### config.mk
export PLATFORM = sky130hd
export DESIGN_NAME = program_image_loader_parser
export DESIGN_NICKNAME = d
export VERILOG_FILES = /design/src/rtl/pilp_pkg.sv /design/src/rtl/pilp_queue.sv /design/src/rtl/pilp_front.sv /design/src/rtl/pilp_back.sv /design/src/rtl/program_image_loader_parser.sv
export VERILOG_INCLUDE_DIRS = /design/src /design/src/rtl
export SDC_FILE = /design/constraint.sdc
export NUM_CORES = 1
export LEC_CHECK = 0
export BUFFER_PORTS_ARGS = -buffer_cell sky130_fd_sc_hd__buf_2
export CORE_UTILIZATION = 55
export DETAILED_ROUTE_END_ITERATION = 10
export PLACE_DENSITY = 0.78
export SETUP_SLACK_MARGIN = 0.05
export SYNTH_ARGS = -nofsm -noshare
export SYNTH_HDL_FRONTEND = slang
export SYNTH_SLANG_ARGS = --single-unit
### constraint.sdc
create_clock -name clk -period 6.1 [get_ports clk]
set_input_delay 1.22 -clock clk [delete_from_list [all_inputs] [get_ports clk]]
set_output_delay 1.22 -clock clk [all_outputs]
set_load 0.05 [all_outputs]
### src/rtl/program_image_loader_parser_assert.svh
// Assertion macros shared by the program image loader parser modules.
`ifndef PROGRAM_IMAGE_LOADER_PARSER_ASSERT_SVH
`define PROGRAM_IMAGE_LOADER_PARSER_ASSERT_SVH

// A property that must hold at every clock edge outside reset.
`define PILP_ASSERT(lbl, prop, msg) \
  lbl: assert property (@(posedge clk) disable iff (rst) (prop)) else $error(msg);

// A condition that implies a consequence at the next clock edge.
`define PILP_ASSERT_NEXT(lbl, ante, cons, msg) \
  lbl: assert property (@(posedge clk) disable iff (rst) (ante) |=> (cons)) else $error(msg);

`endif

### src/rtl/pilp_pkg.sv
// Package with the constants, types and character helpers of the image loader parser.
`default_nettype none

package pilp_pkg;

  // Image geometry.
  localparam int IMAGE_WORDS = 256;
  localparam int ROW_WORDS   = 16;

  // Position and count limits.
  localparam int ROW_W    = 5;
  localparam int ROW_MAX  = 31;
  localparam int BODY_W   = 8;
  localparam int BODY_MAX = 255;

  // The column holds a hex digit from a position word or any in-row index.
  localparam int COL_W       = (ROW_WORDS > 16) ? $clog2(ROW_WORDS) : 4;
  localparam int ADDR_FULL_W = COL_W + ROW_W + 1;
  localparam int WADDR_W     = 8;
  localparam int WORD_W      = 32;

  localparam int QUEUE_DEPTH = 2;
  localparam int QPTR_W      = $clog2(QUEUE_DEPTH);
  localparam int QCNT_W      = $clog2(QUEUE_DEPTH + 1);

  localparam logic [WORD_W-1:0] HEADER_MAGIC_RESET = 32'h4A4D_4124;

  // Result status codes.
  typedef enum logic [2:0] {
    ST_OK         = 3'd0,
    ST_BAD_HEADER = 3'd1,
    ST_END        = 3'd2,
    ST_BODY_LIMIT = 3'd3,
    ST_OVERFLOW   = 3'd4,
    ST_IGNORED    = 3'd5
  } status_t;

  // What the back end has to do with a classified word.
  typedef enum logic [1:0] {
    KIND_NONE = 2'd0,
    KIND_RAW  = 2'd1,
    KIND_HEX  = 2'd2
  } kind_t;

  // One classified word handed from the front end to the back end.
  typedef struct packed {
    kind_t                  kind;
    status_t                status;
    logic [ADDR_FULL_W-1:0] addr;
    logic [WORD_W-1:0]      word;
  } cmd_t;

  // True for an uppercase hex digit.
  function automatic logic is_hex(input logic [7:0] ch);
    return ((ch >= 8'h30) && (ch <= 8'h39)) || ((ch >= 8'h41) && (ch <= 8'h46));
  endfunction

  // Value of an uppercase hex digit; meaningful only when is_hex holds.
  function automatic logic [3:0] hex_val(input logic [7:0] ch);
    logic [7:0] v;
    if (ch <= 8'h39) begin
      v = ch - 8'h30;
    end else begin
      v = ch - 8'h37;
    end
    return v[3:0];
  endfunction

  // True for a printable character.
  function automatic logic is_print(input logic [7:0] ch);
    return (ch >= 8'd32) && (ch <= 8'd126);
  endfunction

  // Packs four characters into a word, first character lowest.
  function automatic logic [WORD_W-1:0] chars4(input logic [7:0] a, input logic [7:0] b,
                                               input logic [7:0] c, input logic [7:0] d);
    return {d, c, b, a};
  endfunction

  // True for the two-letter opcodes that take two hex digits.
  function automatic logic is_two_op(input logic [7:0] a, input logic [7:0] b);
    logic [15:0] p;
    logic        hit;
    p = {a, b};
    case (p)
      {"J", "P"}, {"J", "Z"}, {"J", "N"}, {"J", "B"}, {"J", "A"},
      {"M", "A"}, {"M", "B"}, {"S", "A"}, {"S", "B"}, {"A", "D"},
      {"S", "U"}, {"M", "U"}, {"D", "I"}: hit = 1'b1;
      default: hit = 1'b0;
    endcase
    return hit;
  endfunction

  // True for the four-letter opcodes without operand.
  function automatic logic is_zero_op(input logic [WORD_W-1:0] w);
    return (w == chars4("R", "E", "A", "D")) || (w == chars4("P", "N", "U", "M")) ||
           (w == chars4("P", "T", "X", "T")) || (w == chars4("A", "N", "D", "_")) ||
           (w == chars4("O", "R", "_", "_")) || (w == chars4("N", "O", "T", "_")) ||
           (w == chars4("H", "A", "L", "T")) || (w == chars4("C", "M", "P", "_"));
  endfunction

endpackage

`default_nettype wire

### src/rtl/pilp_queue.sv
// Two-entry command queue between the parser front end and the write back end.
`default_nettype none

`include "program_image_loader_parser_assert.svh"

module pilp_queue (
  input  wire logic            clk,
  input  wire logic            rst,
  input  wire logic            push,
  input  wire pilp_pkg::cmd_t  push_cmd,
  output logic                 full,
  input  wire logic            pop,
  output pilp_pkg::cmd_t       pop_cmd,
  output logic                 empty
);

  pilp_pkg::cmd_t                    slots [pilp_pkg::QUEUE_DEPTH];
  logic [pilp_pkg::QPTR_W-1:0]       wr_ptr;
  logic [pilp_pkg::QPTR_W-1:0]       rd_ptr;
  logic [pilp_pkg::QCNT_W-1:0]       count;

  assign full    = (count == pilp_pkg::QCNT_W'(pilp_pkg::QUEUE_DEPTH));
  assign empty   = (count == '0);
  assign pop_cmd = slots[rd_ptr];

  // Entry storage needs no reset.
  always_ff @(posedge clk) begin
    if (push) begin
      slots[wr_ptr] <= push_cmd;
    end
  end

  // Pointers and fill count.
  always_ff @(posedge clk) begin
    if (rst) begin
      wr_ptr <= '0;
      rd_ptr <= '0;
      count  <= '0;
    end else begin
      if (push) begin
        wr_ptr <= wr_ptr + 1'b1;
      end
      if (pop) begin
        rd_ptr <= rd_ptr + 1'b1;
      end
      if (push && !pop) begin
        count <= count + 1'b1;
      end else if (pop && !push) begin
        count <= count - 1'b1;
      end
    end
  end

  `PILP_ASSERT(a_no_overflow, !(push && full && !pop), "push into a full queue")
  `PILP_ASSERT(a_no_underflow, !(pop && empty), "pop from an empty queue")
  `PILP_ASSERT_NEXT(a_count_up, push && !pop, count == $past(count) + 1'b1, "count did not grow")

endmodule

`default_nettype wire

### src/rtl/pilp_front.sv
// Front end: classifies each text word and tracks the parsing position.
`default_nettype none

`include "program_image_loader_parser_assert.svh"

module pilp_front (
  input  wire logic                        clk,
  input  wire logic                        rst,
  input  wire logic [pilp_pkg::WORD_W-1:0] header_magic,
  input  wire logic                        in_valid,
  output logic                             in_ready,
  input  wire logic                        start_req,
  input  wire logic [pilp_pkg::WORD_W-1:0] text_word,
  output logic                             push,
  output pilp_pkg::cmd_t                   push_cmd,
  input  wire logic                        queue_full
);

  logic                           running;
  logic [pilp_pkg::ROW_W-1:0]     row;
  logic [pilp_pkg::COL_W-1:0]     column;
  logic [pilp_pkg::BODY_W-1:0]    body_count;

  logic                           running_next;
  logic [pilp_pkg::ROW_W-1:0]     row_next;
  logic [pilp_pkg::COL_W-1:0]     column_next;
  logic [pilp_pkg::BODY_W-1:0]    body_count_next;

  logic [7:0]                     c0, c1, c2, c3;
  logic                           is_pos, is_end, is_instr, is_hex4, is_text;
  logic [pilp_pkg::COL_W:0]       col_inc;
  logic [pilp_pkg::ADDR_FULL_W-1:0] cur_addr;

  assign in_ready = !queue_full;
  assign push     = in_valid && in_ready;

  assign c0 = text_word[7:0];
  assign c1 = text_word[15:8];
  assign c2 = text_word[23:16];
  assign c3 = text_word[31:24];

  // Word classes.
  always_comb begin
    is_pos   = (c0 == "$") && (c1 == "x") && pilp_pkg::is_hex(c2) && pilp_pkg::is_hex(c3);
    is_end   = (text_word == pilp_pkg::chars4("!", "!", "!", "!"));
    is_instr = ((c0 == "$") && pilp_pkg::is_hex(c1) && (c2 == "0") && (c3 == "0")) ||
               (pilp_pkg::is_two_op(c0, c1) && pilp_pkg::is_hex(c2) && pilp_pkg::is_hex(c3)) ||
               ((c0 == "E") && (c1 == "X") && (c2 == "E") && pilp_pkg::is_hex(c3)) ||
               pilp_pkg::is_zero_op(text_word);
    is_hex4  = pilp_pkg::is_hex(c0) && pilp_pkg::is_hex(c1) &&
               pilp_pkg::is_hex(c2) && pilp_pkg::is_hex(c3);
    is_text  = pilp_pkg::is_print(c0) && pilp_pkg::is_print(c1) &&
               pilp_pkg::is_print(c2) && pilp_pkg::is_print(c3);
  end

  // Current write address, row times the row length plus the column.
  assign cur_addr = pilp_pkg::ADDR_FULL_W'(row) * pilp_pkg::ADDR_FULL_W'(pilp_pkg::ROW_WORDS) +
                    pilp_pkg::ADDR_FULL_W'(column);
  assign col_inc  = {1'b0, column} + 1'b1;

  // Next parsing state and the command for the back end.
  always_comb begin
    running_next    = running;
    row_next        = row;
    column_next     = column;
    body_count_next = body_count;
    push_cmd.kind   = pilp_pkg::KIND_NONE;
    push_cmd.status = pilp_pkg::ST_OK;
    push_cmd.addr   = cur_addr;
    push_cmd.word   = text_word;
    if (start_req) begin
      row_next        = '0;
      column_next     = '0;
      body_count_next = '0;
      running_next    = (text_word == header_magic);
      push_cmd.status = (text_word == header_magic) ? pilp_pkg::ST_OK : pilp_pkg::ST_BAD_HEADER;
    end else if (!running) begin
      push_cmd.status = pilp_pkg::ST_IGNORED;
    end else if (body_count >= pilp_pkg::BODY_W'(pilp_pkg::BODY_MAX)) begin
      push_cmd.status = pilp_pkg::ST_BODY_LIMIT;
      running_next    = 1'b0;
    end else begin
      body_count_next = body_count + 1'b1;
      if (is_pos) begin
        row_next    = pilp_pkg::ROW_W'(pilp_pkg::hex_val(c2));
        column_next = pilp_pkg::COL_W'(pilp_pkg::hex_val(c3));
      end else if (is_end) begin
        push_cmd.status = pilp_pkg::ST_END;
        running_next    = 1'b0;
      end else begin
        if (is_instr) begin
          push_cmd.kind = pilp_pkg::KIND_RAW;
        end else if (is_hex4) begin
          push_cmd.kind = pilp_pkg::KIND_HEX;
        end else if (is_text) begin
          push_cmd.kind = pilp_pkg::KIND_RAW;
        end
        // Advance the column and wrap into the next row, which saturates.
        if (col_inc >= (pilp_pkg::COL_W + 1)'(pilp_pkg::ROW_WORDS)) begin
          column_next = '0;
          if (row < pilp_pkg::ROW_W'(pilp_pkg::ROW_MAX)) begin
            row_next = row + 1'b1;
          end
        end else begin
          column_next = col_inc[pilp_pkg::COL_W-1:0];
        end
      end
    end
  end

  // Parsing state registers.
  always_ff @(posedge clk) begin
    if (rst) begin
      running    <= 1'b0;
      row        <= '0;
      column     <= '0;
      body_count <= '0;
    end else if (push) begin
      running    <= running_next;
      row        <= row_next;
      column     <= column_next;
      body_count <= body_count_next;
    end
  end

  `PILP_ASSERT_NEXT(a_end_stops, push && (push_cmd.status == pilp_pkg::ST_END), !running,
                    "end marker did not stop parsing")

endmodule

`default_nettype wire

### src/rtl/pilp_back.sv
// Back end: turns queued commands into image writes and holds the result register.
`default_nettype none

`include "program_image_loader_parser_assert.svh"

module pilp_back (
  input  wire logic                         clk,
  input  wire logic                         rst,
  input  wire pilp_pkg::cmd_t               pop_cmd,
  input  wire logic                         queue_empty,
  output logic                              pop,
  output logic                              out_valid,
  input  wire logic                         out_ready,
  output logic                              write_valid,
  output logic [pilp_pkg::WADDR_W-1:0]      write_addr,
  output logic [pilp_pkg::WORD_W-1:0]       write_data,
  output pilp_pkg::status_t                 status
);

  logic                           wv_c;
  logic [pilp_pkg::WADDR_W-1:0]   wa_c;
  logic [pilp_pkg::WORD_W-1:0]    wd_c;
  pilp_pkg::status_t              st_c;
  logic [pilp_pkg::WORD_W-1:0]    data_c;
  logic                           in_image;

  assign pop = !queue_empty && (!out_valid || out_ready);

  // Write data and the image bound check.
  always_comb begin
    case (pop_cmd.kind)
      pilp_pkg::KIND_HEX: data_c = {16'h0000,
                                    pilp_pkg::hex_val(pop_cmd.word[7:0]),
                                    pilp_pkg::hex_val(pop_cmd.word[15:8]),
                                    pilp_pkg::hex_val(pop_cmd.word[23:16]),
                                    pilp_pkg::hex_val(pop_cmd.word[31:24])};
      default:            data_c = pop_cmd.word;
    endcase
    in_image = (32'(pop_cmd.addr) < 32'(pilp_pkg::IMAGE_WORDS));
    wv_c = 1'b0;
    wa_c = '0;
    wd_c = '0;
    st_c = pop_cmd.status;
    if (pop_cmd.kind != pilp_pkg::KIND_NONE) begin
      if (in_image) begin
        wv_c = 1'b1;
        wa_c = pop_cmd.addr[pilp_pkg::WADDR_W-1:0];
        wd_c = data_c;
      end else begin
        st_c = pilp_pkg::ST_OVERFLOW;
      end
    end
  end

  // Result payload.
  always_ff @(posedge clk) begin
    if (pop) begin
      write_valid <= wv_c;
      write_addr  <= wa_c;
      write_data  <= wd_c;
      status      <= st_c;
    end
  end

  // Result beat valid.
  always_ff @(posedge clk) begin
    if (rst) begin
      out_valid <= 1'b0;
    end else if (pop) begin
      out_valid <= 1'b1;
    end else if (out_ready) begin
      out_valid <= 1'b0;
    end
  end

  `PILP_ASSERT(a_write_ok, !(out_valid && write_valid) || (status == pilp_pkg::ST_OK),
               "image write with a non-ok status")

endmodule

`default_nettype wire

### src/rtl/program_image_loader_parser.sv
// Top level of the program image loader parser: stream ports, register port and wiring.
//
// Input stream (s_*): one beat per 32-bit text word, first character in bits 7:0.
// s_tuser marks the header beat that restarts parsing and is checked against
// header_magic. Output stream (m_*): exactly one result beat per input beat, in
// order, carrying the image write (valid, address, data) and a status code.
// Throughput is one word per cycle while the receiver keeps up: the front end
// classifies a word and updates the position as it is accepted, and the back
// end forms one result per cycle. An accepted input beat is written into the
// two-entry command queue and loaded into the result register when the back
// end pops it.
// When the receiver stalls, the result register holds its beat, the queue fills,
// and s_tready drops once both queue entries are taken; it rises again in the
// cycle after the receiver takes the held beat.
// Register port: header_magic at byte address 0, written in the access phase;
// pready is always high; reads return the register below byte address 4, else zero.
// Reset (rst, synchronous) clears the queue, the result valid, the parsing state
// (not running, row and column zero, body count zero) and restores header_magic.
`default_nettype none

module program_image_loader_parser (
  input  wire logic        clk,
  input  wire logic        rst,
  // Input stream.
  input  wire logic        s_tvalid,
  output logic             s_tready,
  input  wire logic [31:0] s_tdata,   // [31:0] text_word
  input  wire logic [0:0]  s_tuser,   // [0] start_req
  // Output stream.
  output logic             m_tvalid,
  input  wire logic        m_tready,
  output logic [39:0]      m_tdata,   // [7:0] write_addr, [39:8] write_data
  output logic [3:0]       m_tuser,   // [0] write_valid, [3:1] status
  // Register port.
  input  wire logic        psel,
  input  wire logic        penable,
  input  wire logic        pwrite,
  input  wire logic [2:0]  paddr,
  input  wire logic [31:0] pwdata,
  output logic [31:0]      prdata,
  output logic             pready
);

  logic [pilp_pkg::WORD_W-1:0]  header_magic;
  logic                         push;
  pilp_pkg::cmd_t               push_cmd;
  logic                         queue_full;
  logic                         pop;
  pilp_pkg::cmd_t               pop_cmd;
  logic                         queue_empty;
  logic                         write_valid;
  logic [pilp_pkg::WADDR_W-1:0] write_addr;
  logic [pilp_pkg::WORD_W-1:0]  write_data;
  pilp_pkg::status_t            status;

  // Register port: a single register in the lower word slot.
  assign pready = 1'b1;
  assign prdata = (paddr[2] == 1'b0) ? header_magic : '0;

  always_ff @(posedge clk) begin
    if (rst) begin
      header_magic <= pilp_pkg::HEADER_MAGIC_RESET;
    end else if (psel && penable && pwrite && pready && (paddr[2] == 1'b0)) begin
      header_magic <= pwdata;
    end
  end

  pilp_front u_front (
    .clk          (clk),
    .rst          (rst),
    .header_magic (header_magic),
    .in_valid     (s_tvalid),
    .in_ready     (s_tready),
    .start_req    (s_tuser[0]),
    .text_word    (s_tdata),
    .push         (push),
    .push_cmd     (push_cmd),
    .queue_full   (queue_full)
  );

  pilp_queue u_queue (
    .clk      (clk),
    .rst      (rst),
    .push     (push),
    .push_cmd (push_cmd),
    .full     (queue_full),
    .pop      (pop),
    .pop_cmd  (pop_cmd),
    .empty    (queue_empty)
  );

  pilp_back u_back (
    .clk         (clk),
    .rst         (rst),
    .pop_cmd     (pop_cmd),
    .queue_empty (queue_empty),
    .pop         (pop),
    .out_valid   (m_tvalid),
    .out_ready   (m_tready),
    .write_valid (write_valid),
    .write_addr  (write_addr),
    .write_data  (write_data),
    .status      (status)
  );

  // Pack the result beat.
  assign m_tdata = {write_data, write_addr};
  assign m_tuser = {status, write_valid};

endmodule

`default_nettype wire

==> impl_metrics.py, run 1 <==
metrics = {
    "placement": {
        "dp_slack_ns": 2.28,
        "place_area_mm2": 0.0103,
        "dp_hpwl_um": 15000,
        "gp_congestion": 0.938,
        "portBuffers": 150,
        "dpl.cell_count": 1170,
    },
    "timing": {
        "setup_viol_count_final": 0,
        "slew_violations": 0,
        "setup_ws_ns": 2.74,
        "fin_setup_tns_ns": 0,
        "rsz0062_at_grt": "no",
        "finalHoldViolCount": 0,
        "hold_ws_ns": 0.485,
        "fin_crit_sh_pct": 55.1,
        "tightest_slew_ns": 1.21,
        "skew_ns": 0.0108,
        "fin_crit_ns": 3.36,
        "slew_headroom_pct": 19.1,
        "max_freq_mhz": 297,
    },
    "synthesis": {
        "ys.warnings.count": 0,
        "synth_cells": 842,
        "synth_area_leaders": "edfxtp_1 43%, dfxtp_1 12%, mux2i_1 4.9%",
        "synth_edf_count": 136,
        "ys_seq_area_share_pct": 55.3,
        "ys_ff_latch": 192,
        "syn_nets": 941,
        "yosys_most_used_dff": "edfxtp_1",
        "async_flop_share_pct": 0,
        "syn-cell-area_mm2": 0.00942,
        "synth_top_area_share_pct": 43.4,
        "synth_cell_type_count": 72,
        "syn_area_per_cell_um2": 11.2,
        "synth_area_leader_cell": "edfxtp_1",
    },
    "floorplan": {
        "dieArea_mm2": 0.0177,
        "io_pins": 154,
        "dieHeight_um": 133,
        "core_mm2": 0.0166,
        "fp.dieW_um": 133,
        "initial_utilization_pct": 56.6,
        "row_count": 47,
    },
    "power_and_ir_drop": {
        "seq_power_share_pct": 41.4,
        "vdd_drop_max_v": 0.000262,
        "power_leakage_nw": 4.12,
        "p_per_area_mw_per_mm2": 412,
        "comb_power_share_pct": 34.7,
        "power.internal_mw": 2.73,
        "clkPwrFrac_pct": 23.9,
        "p_switching_mw": 1.73,
        "finalPower_mw": 4.46,
        "swShare_pct": 38.8,
    },
    "cts": {
        "holdBufCountCts": 0,
        "numCtsBuffers": 17,
        "cts-resized-gates": 0,
        "clk_latency_ns": 0.44,
        "cts_tree": "built",
        "clock_sinks": 192,
        "cts_setup_buffers": 0,
        "cts-root-buf": "clkbuf_16",
        "clk_pin_slew_ns": 0.07,
        "h-tree-depth": 4,
        "clockBufferDepth": 2,
    },
    "grt": {
        "grt_pass1_vias": 6405,
        "grt_max_degree": 49,
        "antenna_found_initial": 0,
        "grt_remaining_overflow": 0,
        "grtUsageTotal_pct": 24.9,
        "grt_pass1_wl_um": 33700,
    },
    "detailed_routing": {
        "routedWlPerCell_um": 17.8,
        "drtAntennaViolNets": 0,
        "dr_wl_met2_um": 10200,
        "drc": 0,
        "drtPass1Iterations": 5,
        "viasPerCell": 5.73,
        "num_vias": 6885,
        "m1WireLength_um": 9490,
        "drt_iter0_drc": 531,
        "dr_wl_met3_um": 1320,
        "routed_wl_um": 21400,
        "routed.top_layer": "met4",
    },
    "critical_path": {
        "required_ns": 6.29,
        "startpoint_type": "input pin",
        "crit_fanout": 13,
        "critPathArrivalTime_ns": 3.55,
        "path_class": "input pin to flip-flop",
        "crit_path_end_kind": "flip-flop",
    },
    "run": {
        "max-cap-violations": 0,
    },
    "finish": {
        "design_area_mm2": 0.0108,
        "syn2layout_area_growth_pct": 15.0,
        "drive_gt1_share_pct": 21.5,
        "fillers": 1313,
        "antennaDiodeCount": 0,
        "final_cells": 1202,
        "fin_util_pct": 65.1,
        "nets": 1068,
    },
    "outcome": {
        "status": "finished clean",
    },
    "min_path": {
        "hold_path_class": "flip-flop to flip-flop",
    },
}
==> synthesized netlist by cell type (6+ instances only) <==
master / count
a211oi_1: 10
a21oi_1: 44
a31oi_1: 10
and3_1: 7
buf_2: 12
clkbuf_1: 27
dfxtp_1: 56
edfxtp_1: 136
ha_1: 24
inv_1: 20
mux2i_1: 46
nand2_1: 84
nand3_1: 12
nand3b_1: 12
nand4_1: 11
nor2_1: 81
nor2b_1: 40
nor3_1: 15
nor3b_1: 6
nor4_1: 10
nor4b_1: 8
o21ai_0: 10
o2bb2ai_1: 7
xnor2_1: 22
xor2_1: 40
==> cell type report <==
cell class,instances,area [um^2],area share (%)
repair buffers,154,781,7.21
flip-flops and latches,192,5210,48.1
inverters,20,75.1,0.693
well taps,220,275,2.54
clock buffers,17,425,3.93
clock inverters,15,139,1.28
multi-input cells,584,3930,36.3
==> worst max-delay path, cell delays in order <==
cell,delay [ns]
buf_2,0.23
inv_1,0.10
ha_1,0.20
nor3b_1,0.14
nor4_2,0.26
a41oi_2,0.10
nor4_4,0.86
or4_1,0.26
o21ba_2,0.17
==> flip-flops by register name, indices dropped and copies added (netlist names), named ones only <==
register            cells
header_magic           32
u_back.out_valid        1
u_back.status           3
u_back.write_addr       8
u_back.write_data      32
u_back.write_valid      1
u_front.body_count      8
u_front.column          4
u_front.row             5
u_front.running         1
u_queue.count           2
u_queue.rd_ptr          1
u_queue.slots          92
u_queue.wr_ptr          1
==> routing by layer <==
| layer | up-vias | GRT usage (%) |
|---|---|---|
| li1 | 3313 | - |
| met1 | 3241 | 33.7 |
| met2 | 295 | 40.0 |
| met3 | 36 | 4.67 |
| met4 | 0 | 9.00 |
| met5 | - | 0 |
==> cell usage in the layout (no fill, tap or decap), drive strengths merged, types with 4 or more instances in the layout <==
cell type    n
edfxtp     136
nand3b      12
o21ai       10
xnor2       22
ha          24
xor2        40
nand3       12
or3          5
nor2b       40
o31ai        4
nor4b        8
a221oi       4
o2bb2ai      7
nand2       85
a211oi      10
nor4        12
nand4b       4
a31oi       10
nor3        15
nor3b        6
mux2i       46
and3         7
mux2         7
clkbuf      17
clkinv       8
o22ai        5
nand4       11
nand2b       5
o21bai       4
buf        154
inv         24
dfxtp       56
a21oi       44
nor2        81
nor4bb       4
==> cell families (layout without fill, tap and decap cells) <==
| logic type | count (synthesis) | count (layout) | synth area share, % |
|---|---|---|---|
| AOI/OAI and AO/OA | 122 | 122 | 8.86 |
| buffers and inverters | 66 | 206 | 3.16 |
| and+or+nand+nor | 322 | 322 | 18.0 |
| adders and majority gates | 24 | 24 | 3.19 |
| other | 1 | 1 | 0.0398 |
| muxes | 53 | 53 | 5.73 |
| xor gates and xnor gates | 62 | 62 | 5.77 |
| DFF | 192 | 192 | 55.3 |
==> final timing paths <==
path	start	to	slack, ns	depth (start not counted)
max	s_tdata[17]	u_queue.slots[1][45]$_DFFE_PP_	2.74	9
min	header_magic[29]$_SDFFE_PP0P_	header_magic[29]$_SDFFE_PP0P_	0.49	2
max reg2reg	flip-flop	u_back.write_data[5]$_SDFFCE_PN0P_	2.75	9
min reg2reg	header_magic[29]$_SDFFE_PP0P_	header_magic[29]$_SDFFE_PP0P_	0.49	2
==> power by group through the flow <==
stage / clock network, mW / registers [mW] / logic [mW]
finish: 1.07 / 1.85 / 1.55
global route: 1.12 / 1.88 / 1.67
floorplan: 0 / 2.31 / 0.768
CTS: 1.08 / 1.85 / 1.55
detailed placement: 0 / 1.88 / 1.55
global placement: 0 / 1.87 / 1.52
Power figures use the tool's default switching activity.
==> inputs of run 2 (changes only) <==
Settings changed: ABC_AREA set to 1, CORE_UTILIZATION 55 to 52, PLACE_DENSITY 0.78 to 0.77.
Clock period 6.1 ns to 2.85 ns, I/O delays scaled along.
==> run 2 against run 1 <==
Effect of this change: utilization decreased by 2.9 points; clock power increased by 130%; area after synthesis increased by 7.3%; final cell count increased by 34%; hold slack got worse by 0.13 ns; non-clock buffer count increased by 10; die area increased by 13%; power increased by 140%; first-iteration DRC count increased by 7.2%; synthesized cell count increased by 41%; highest routed layer unchanged.
==> impl_metrics.py, run 2 <==
metrics = {
    "critical_path": {
        "path_cells": "inv_2 -> buf_4 -> or2_2 -> o21ai_2 -> inv_1 -> ha_1 -> o21ai_0 -> nand4_1 -> nand2_1 -> nand2_1 -> a21oi_1 -> o21ai_0 -> nand2_1 -> inv_1",
        "slowest_delay_ns": 0.34,
        "worstPathBufferInverterCount": 4,
        "required_ns": 3.04,
        "path_class": "flip-flop to flip-flop",
        "critPathArrivalTime_ns": 2.70,
        "crit_fanout": 11,
        "startpoint_type": "flip-flop",
        "crit_path_end_kind": "flip-flop",
        "cp_top_family": "simple AND/OR/NAND/NOR gates",
        "crit_path_frequent_cell": "nand2_1",
        "cpMaxStageDelayCell": "dfxtp_1",
    },
    "finish": {
        "regMostFlops": "u_queue.slots",
        "syn2layout_area_growth_pct": 16.2,
        "design_area_mm2": 0.0117,
        "antennaDiodeCount": 0,
        "reg_top3": "u_queue.slots (92), header_magic (32), u_back.write_data (32)",
        "final_common_cell": "nand2_1",
        "drive_gt1_share_pct": 18.6,
        "fillers": 1675,
        "nets": 1431,
        "largest_register_ffs": 92,
        "final_cell_mix": "257 x nand2_1, 157 x nor2_1, 150 x buf_2",
    },
    "detailed_routing": {
        "routed_wl_um": 23900,
        "drc": 0,
        "drtPass1Iterations": 5,
        "drtAntennaViolNets": 0,
        "viasPerCell": 5.19,
        "routedWlPerCell_um": 14.9,
        "num_vias": 8337,
        "drt_iter0_drc": 569,
    },
    "timing": {
        "tightest_slew_ns": 0.644,
        "finalHoldViolCount": 0,
        "skew_ns": 0.00890,
        "fin_crit_sh_pct": 87.8,
        "slew_headroom_pct": 56.6,
        "fin_crit_ns": 2.50,
        "max_freq_mhz": 399,
        "setup_viol_count_final": 0,
        "rsz0062_at_grt": "no",
        "setup_ws_ns": 0.347,
        "slew_violations": 0,
    },
    "grt": {
        "grtUsageTotal_pct": 24.5,
        "grt_pass1_vias": 7654,
        "grt_max_degree": 49,
        "grt_remaining_overflow": 0,
        "grt_pass1_wl_um": 37800,
        "antenna_found_initial": 0,
    },
    "synthesis": {
        "synth-adder-area-share_pct": 2.97,
        "synth_top_area_share_pct": 40.4,
        "synth_edf_count": 136,
        "syn-cell-area_mm2": 0.0101,
        "synth_commonest_cells": "257 x nand2_1, 159 x nor2_1, 142 x inv_1",
        "yosysMostFrequentCell": "nand2_1",
        "synth_top_family_by_area": "simple AND/OR/NAND/NOR gates",
        "synth_compound_area_share_pct": 10.0,
        "yosys.area_share.simple_pct": 24.6,
        "synth_cell_type_count": 52,
        "async_flop_share_pct": 0,
        "muxShareOfSynthArea_pct": 0.322,
        "synth_cells": 1185,
        "syn_area_per_cell_um2": 8.53,
        "syn_nets": 1284,
        "synth_area_leader_cell": "edfxtp_1",
        "ys_seq_area_share_pct": 51.5,
        "yosys_most_used_dff": "edfxtp_1",
        "ys.warnings.count": 0,
        "ys_ff_latch": 192,
        "synthXorXnorAreaFrac_pct": 2.86,
        "synth_area_leaders": "edfxtp_1 40%, dfxtp_1 11%, nand2_1 9.5%",
    },
    "floorplan": {
        "dieArea_mm2": 0.0200,
        "fp.dieW_um": 141,
        "dieHeight_um": 141,
        "core_mm2": 0.0189,
        "io_pins": 154,
        "row_count": 50,
        "initial_utilization_pct": 53.5,
    },
    "cts": {
        "cts-root-buf": "clkbuf_16",
        "clockBufferDepth": 2,
        "holdBufCountCts": 0,
        "cts_setup_buffers": 0,
        "cts-resized-gates": 0,
        "clk_latency_ns": 0.43,
        "numCtsBuffers": 17,
        "h-tree-depth": 4,
        "cts_tree": "built",
        "clk_pin_slew_ns": 0.07,
        "clock_sinks": 192,
    },
    "placement": {
        "dp_hpwl_um": 17700,
        "portBuffers": 150,
        "dp_slack_ns": 0.391,
        "place_area_mm2": 0.0111,
        "gp_congestion": 0.928,
    },
    "outcome": {
        "status": "finished clean",
    },
    "power_and_ir_drop": {
        "vdd_drop_max_v": 0.000457,
        "power_leakage_nw": 5.19,
        "p_per_area_mw_per_mm2": 900,
    },
    "run": {
        "max-cap-violations": 0,
    },
    "min_path": {
        "hold_path_class": "input pin to flip-flop",
    },
}
## run 2: cell types whose count changed in the layout (fill, tap and decap cells not counted), moves of 40 or more
| cell | change |
|---|---|
| nand3_1 | +40 |
| o21ai_0 | +51 |
| mux2i_1 | -45 |
| nor2_1 | +77 |
| inv_1 | +123 |
| nor2b_1 | -40 |
| nand2_1 | +173 |
## run 2: layout make-up
class,instances,area (um^2),area share [%]
Multi-Input combinational cell,805,4160,35.4
Timing Repair Buffer,164,868,7.39
Tap cell,260,325,2.77
Clock buffer,19,433,3.69
Clock inverter,13,186,1.59
Sequential cell,192,5200,44.3
Inverter,152,571,4.86
## run 2: path summary, 6_finish.rpt
| kind | start | cells past startpoint | slack [ns] | to |
|---|---|---|---|---|
| setup reg to reg | flip-flop | 14 | 0.35 | u_back.write_data[14]$_SDFFCE_PN0P_ |
| hold reg to reg | u_queue.rd_ptr$_SDFFE_PP0P_ | 1 | 0.47 | u_queue.rd_ptr$_SDFFE_PP0P_ |
| setup / recovery | flip-flop | 14 | 0.35 | u_back.write_data[14]$_SDFFCE_PN0P_ |
| hold / removal | pwdata[22] | 3 | 0.35 | header_magic[22]$_SDFFE_PP1P_ |
## run 2: kinds of logic (layout without fill, tap and decap cells)
logic type | after synthesis | in the layout
fa+ha+maj | 24 | 24
compound gates | 177 | 177
simple gates | 568 | 568
xor+xnor | 33 | 33
other cells | 1 | 1
flops | 192 | 192
mux | 2 | 2
buf+inv | 188 | 348
## run 2: where the power goes
group	switching [mW]	total, mW	internal (mW)
combinational	3.09	4.10	1.01
sequential	0.159	3.96	3.80
clock	1.03	2.51	1.48
## run 2: routing by layer
layer | global-route usage, % | vias to the layer above | wire, um
met5 | 0 | - | 0
met4 | 9.45 | 0 | 627
li1 | - | 4194 | -
met3 | 4.18 | 38 | 1330
met1 | 32.0 | 3813 | 10800
met2 | 40.7 | 292 | 11100
## run 2: metrics by stage
step / hold slack [ns] / setup TNS, ns / utilization, % / power [mW] / std cells
6_report: 0.354 / 0 / 62.2 / 10.6 / 1605
5_1_grt: 0.361 / 0 / 62.2 / 11.1 / 1605
4_1_cts: 0.341 / 0 / 62.2 / 10.6 / 1605
3_5_place_dp: 0.453 / 0 / 58.9 / 8.09 / 1573
3_3_place_gp: 0.438 / 0 / 58.9 / 8.00 / 1573
2_1_floorplan: 0.426 / -0.0355 / - / 7.16 / 1185
## run 2: worst min-delay path: cells and delay by family
family / cells / cell delay, ns
compound gates: 1 / 0.06
buf+inv: 1 / 0.07
simple gates: 1 / 0.04
==> inputs of run 3 (changes only) <==
Settings changed: CORE_UTILIZATION 52 to 55, SYNTH_HIERARCHICAL set to 1.
Clock period 2.85 ns to 2.95 ns, I/O delays scaled along.
==> run 3 against run 2 <==
Effect of this change: sequential share of layout area decreased by 2.0 points; clock skew is 0.0050 ns higher; non-clock buffer count is 7 lower; clock-buffer cell count unchanged; via count rose by 2.6%; utilization rose by 1.1 points; first-iteration DRC count grew 31%; register-to-register slack improved by 0.37 ns; critical endpoint is now u_back/write_data[14]$_SDFFCE_PN0P_; largest power group is now registers.
==> impl_metrics.py, run 3 <==
metrics = {
    "cts": {
        "h-tree-depth": 4,
        "clk_latency_ns": 0.44,
        "cts_setup_buffers": 0,
        "cts-root-buf": "clkbuf_16",
        "clk_pin_slew_ns": 0.07,
        "clockBufferDepth": 2,
        "clock_sinks": 194,
        "holdBufCountCts": 0,
        "cts-resized-gates": 0,
        "numCtsBuffers": 17,
        "cts_tree": "built",
    },
    "synthesis": {
        "ys.warnings.count": 6,
        "synth_edf_count": 138,
        "synth_area_leaders": "edfxtp_1 37%, dfxtp_1 10%, nand2_1 7.3%",
        "synth_top_area_share_pct": 37.3,
        "syn_area_per_cell_um2": 8.81,
        "synth_area_leader_cell": "edfxtp_1",
        "ys_ff_latch": 194,
        "synth_cell_type_count": 53,
        "syn-cell-area_mm2": 0.0111,
        "yosysMostFrequentCell": "nand2_1",
        "async_flop_share_pct": 0,
        "yosys_most_used_dff": "edfxtp_1",
        "synth_commonest_cells": "215 x nand2_1, 189 x nor2_1, 170 x inv_1",
        "ys_seq_area_share_pct": 47.4,
        "syn_nets": 1361,
        "synth_cells": 1262,
    },
    "critical_path": {
        "required_ns": 3.15,
        "slowest_delay_ns": 0.42,
        "crit_path_end_kind": "flip-flop",
        "critPathArrivalTime_ns": 2.44,
        "path_class": "flip-flop to flip-flop",
        "path_cells": "buf_12 -> mux2_4 -> inv_1 -> ha_1 -> o21ai_0 -> nand2_1 -> nand2_1 -> nand2_1 -> nand3_1 -> nand2_1 -> inv_1",
        "crit_path_frequent_cell": "nand2_1",
        "startpoint_type": "flip-flop",
        "cpMaxStageDelayCell": "dfxtp_2",
        "crit_fanout": 25,
    },
    "detailed_routing": {
        "num_vias": 8554,
        "routedWlPerCell_um": 14.9,
        "drtPass1Iterations": 6,
        "drt_iter0_drc": 745,
        "routed_wl_um": 24600,
        "drtAntennaViolNets": 0,
        "viasPerCell": 5.19,
        "drc": 0,
    },
    "grt": {
        "antenna_found_initial": 1,
        "grt_pass1_vias": 7575,
        "grt_pass1_wl_um": 38500,
        "grtUsageTotal_pct": 24.4,
        "grt_max_degree": 48,
        "grt_remaining_overflow": 0,
    },
    "finish": {
        "fillers": 1665,
        "syn2layout_area_growth_pct": 11.8,
        "nets": 1467,
        "final_common_cell": "nand2_1",
        "final_cell_mix": "215 x nand2_1, 188 x nor2_1, 170 x inv_1",
        "largest_register_ffs": 94,
        "fin_util_pct": 63.2,
        "drive_gt1_share_pct": 23.7,
        "design_area_mm2": 0.0124,
        "reg_top3": "u_queue/slots (94), header_magic (32), u_back/write_data (32)",
        "regMostFlops": "u_queue/slots",
    },
    "placement": {
        "place_area_mm2": 0.0118,
        "dp_hpwl_um": 18100,
        "portBuffers": 150,
        "gp_congestion": 0.904,
    },
    "power_and_ir_drop": {
        "power_leakage_nw": 5.53,
        "vdd_drop_max_v": 0.000420,
        "p_per_area_mw_per_mm2": 806,
    },
    "floorplan": {
        "io_pins": 154,
        "dieHeight_um": 144,
        "dieArea_mm2": 0.0208,
        "fp.dieW_um": 144,
        "core_mm2": 0.0197,
        "initial_utilization_pct": 56.6,
        "row_count": 51,
    },
    "timing": {
        "rsz0062_at_grt": "no",
        "finalHoldViolCount": 0,
        "tightest_slew_ns": 0.916,
        "skew_ns": 0.0139,
        "fin_crit_ns": 2.24,
        "slew_violations": 0,
        "fin_crit_sh_pct": 75.8,
        "max_freq_mhz": 447,
        "fin_setup_tns_ns": 0,
        "setup_viol_count_final": 0,
        "slew_headroom_pct": 38.9,
    },
    "run": {
        "max-cap-violations": 0,
    },
    "min_path": {
        "hold_path_class": "input pin to flip-flop",
    },
    "outcome": {
        "status": "finished clean",
    },
}
## run 3: changes by cell type after synthesis, moves of 25 or more
cell | previous run | this run
buf_4 | 7 | 41
nand2_1 | 257 | 215
o21ai_0 | 61 | 14
nand3_1 | 52 | 112
nor2_1 | 159 | 189
nor2_2 | 4 | 29
inv_1 | 142 | 170
mux2_4 | 0 | 30
a21oi_1 | 61 | 29
## run 3: cell type report
cell class,count,area [um^2],share of cell area (%)
Clock buffer,19,443,3.56
Sequential cell,194,5270,42.4
Antenna cell,1,2.50,0.0201
Inverter,182,683,5.50
Timing Repair Buffer,157,828,6.66
Clock inverter,13,213,1.71
Multi-Input combinational cell,816,4660,37.5
Tap cell,265,332,2.67
## run 3: path summary, 6_finish.rpt
check	startpoint	depth (start not counted)	end	slack, ns
setup / recovery	flip-flop	11	u_back/write_data[14]$_SDFFCE_PN0P_	0.71
hold / removal	pwdata[8]	3	header_magic[8]$_SDFFE_PP1P_	0.36
setup reg to reg	flip-flop	11	u_back/write_data[14]$_SDFFCE_PN0P_	0.71
hold reg to reg	u_front/body_count[1]$_SDFFE_PP0P_	2	u_front/body_count[1]$_SDFFE_PP0P_	0.49
## run 3: report_power, final
| group | internal, mW | switching [mW] |
|---|---|---|
| Combinational | 1.02 | 2.63 |
| Clock | 1.48 | 1.08 |
| Sequential | 3.64 | 0.172 |
## run 3: critical path: cells and delay by family, from the launching register on
| kind | cells | cell delay, ns |
|---|---|---|
| and+or+nand+nor | 5 | 0.54 |
| buffers and inverters | 3 | 0.44 |
| DFF | 1 | 0.42 |
| muxes | 1 | 0.34 |
| adders and majority gates | 1 | 0.17 |
| AOI/OAI and AO/OA | 1 | 0.08 |
## run 3: metal layers
layer / share of wire (%) / vias up / GRT usage [%] / wire length [um]
li1: - / 4262 / - / -
met1: 44 / 3884 / 31.9 / 10900
met2: 47 / 365 / 40.1 / 11600
met3: 6.4 / 43 / 4.77 / 1570
met4: 1.8 / 0 / 8.81 / 441
met5: 0 / - / 0 / 0
## run 3: cells by family (layout without fill, tap and decap cells)
kind of cell | Yosys count | in the layout | synth area share (%)
XOR/XNOR | 41 | 41 | 3.23
other | 2 | 3 | 0.0676
flip-flops | 194 | 194 | 47.4
adder cells (fa/ha/maj) | 24 | 24 | 2.70
AND/OR/NAND/NOR | 631 | 631 | 26.0
multiplexers | 47 | 47 | 5.77
AO/OA/AOI/OAI | 71 | 71 | 3.97
buffers and inverters | 252 | 371 | 10.9
## run 3: per-stage QoR
step	instances	worst slack (ns)	power, mW	hold slack [ns]
after global placement	1614	0.549	7.44	0.472
after floorplan	1262	0.138	6.82	0.451
final	1647	0.715	10.0	0.356
after global routing	1647	0.542	10.5	0.354
after CTS	1646	0.713	10.1	0.347
after detailed placement	1614	0.496	7.51	0.477
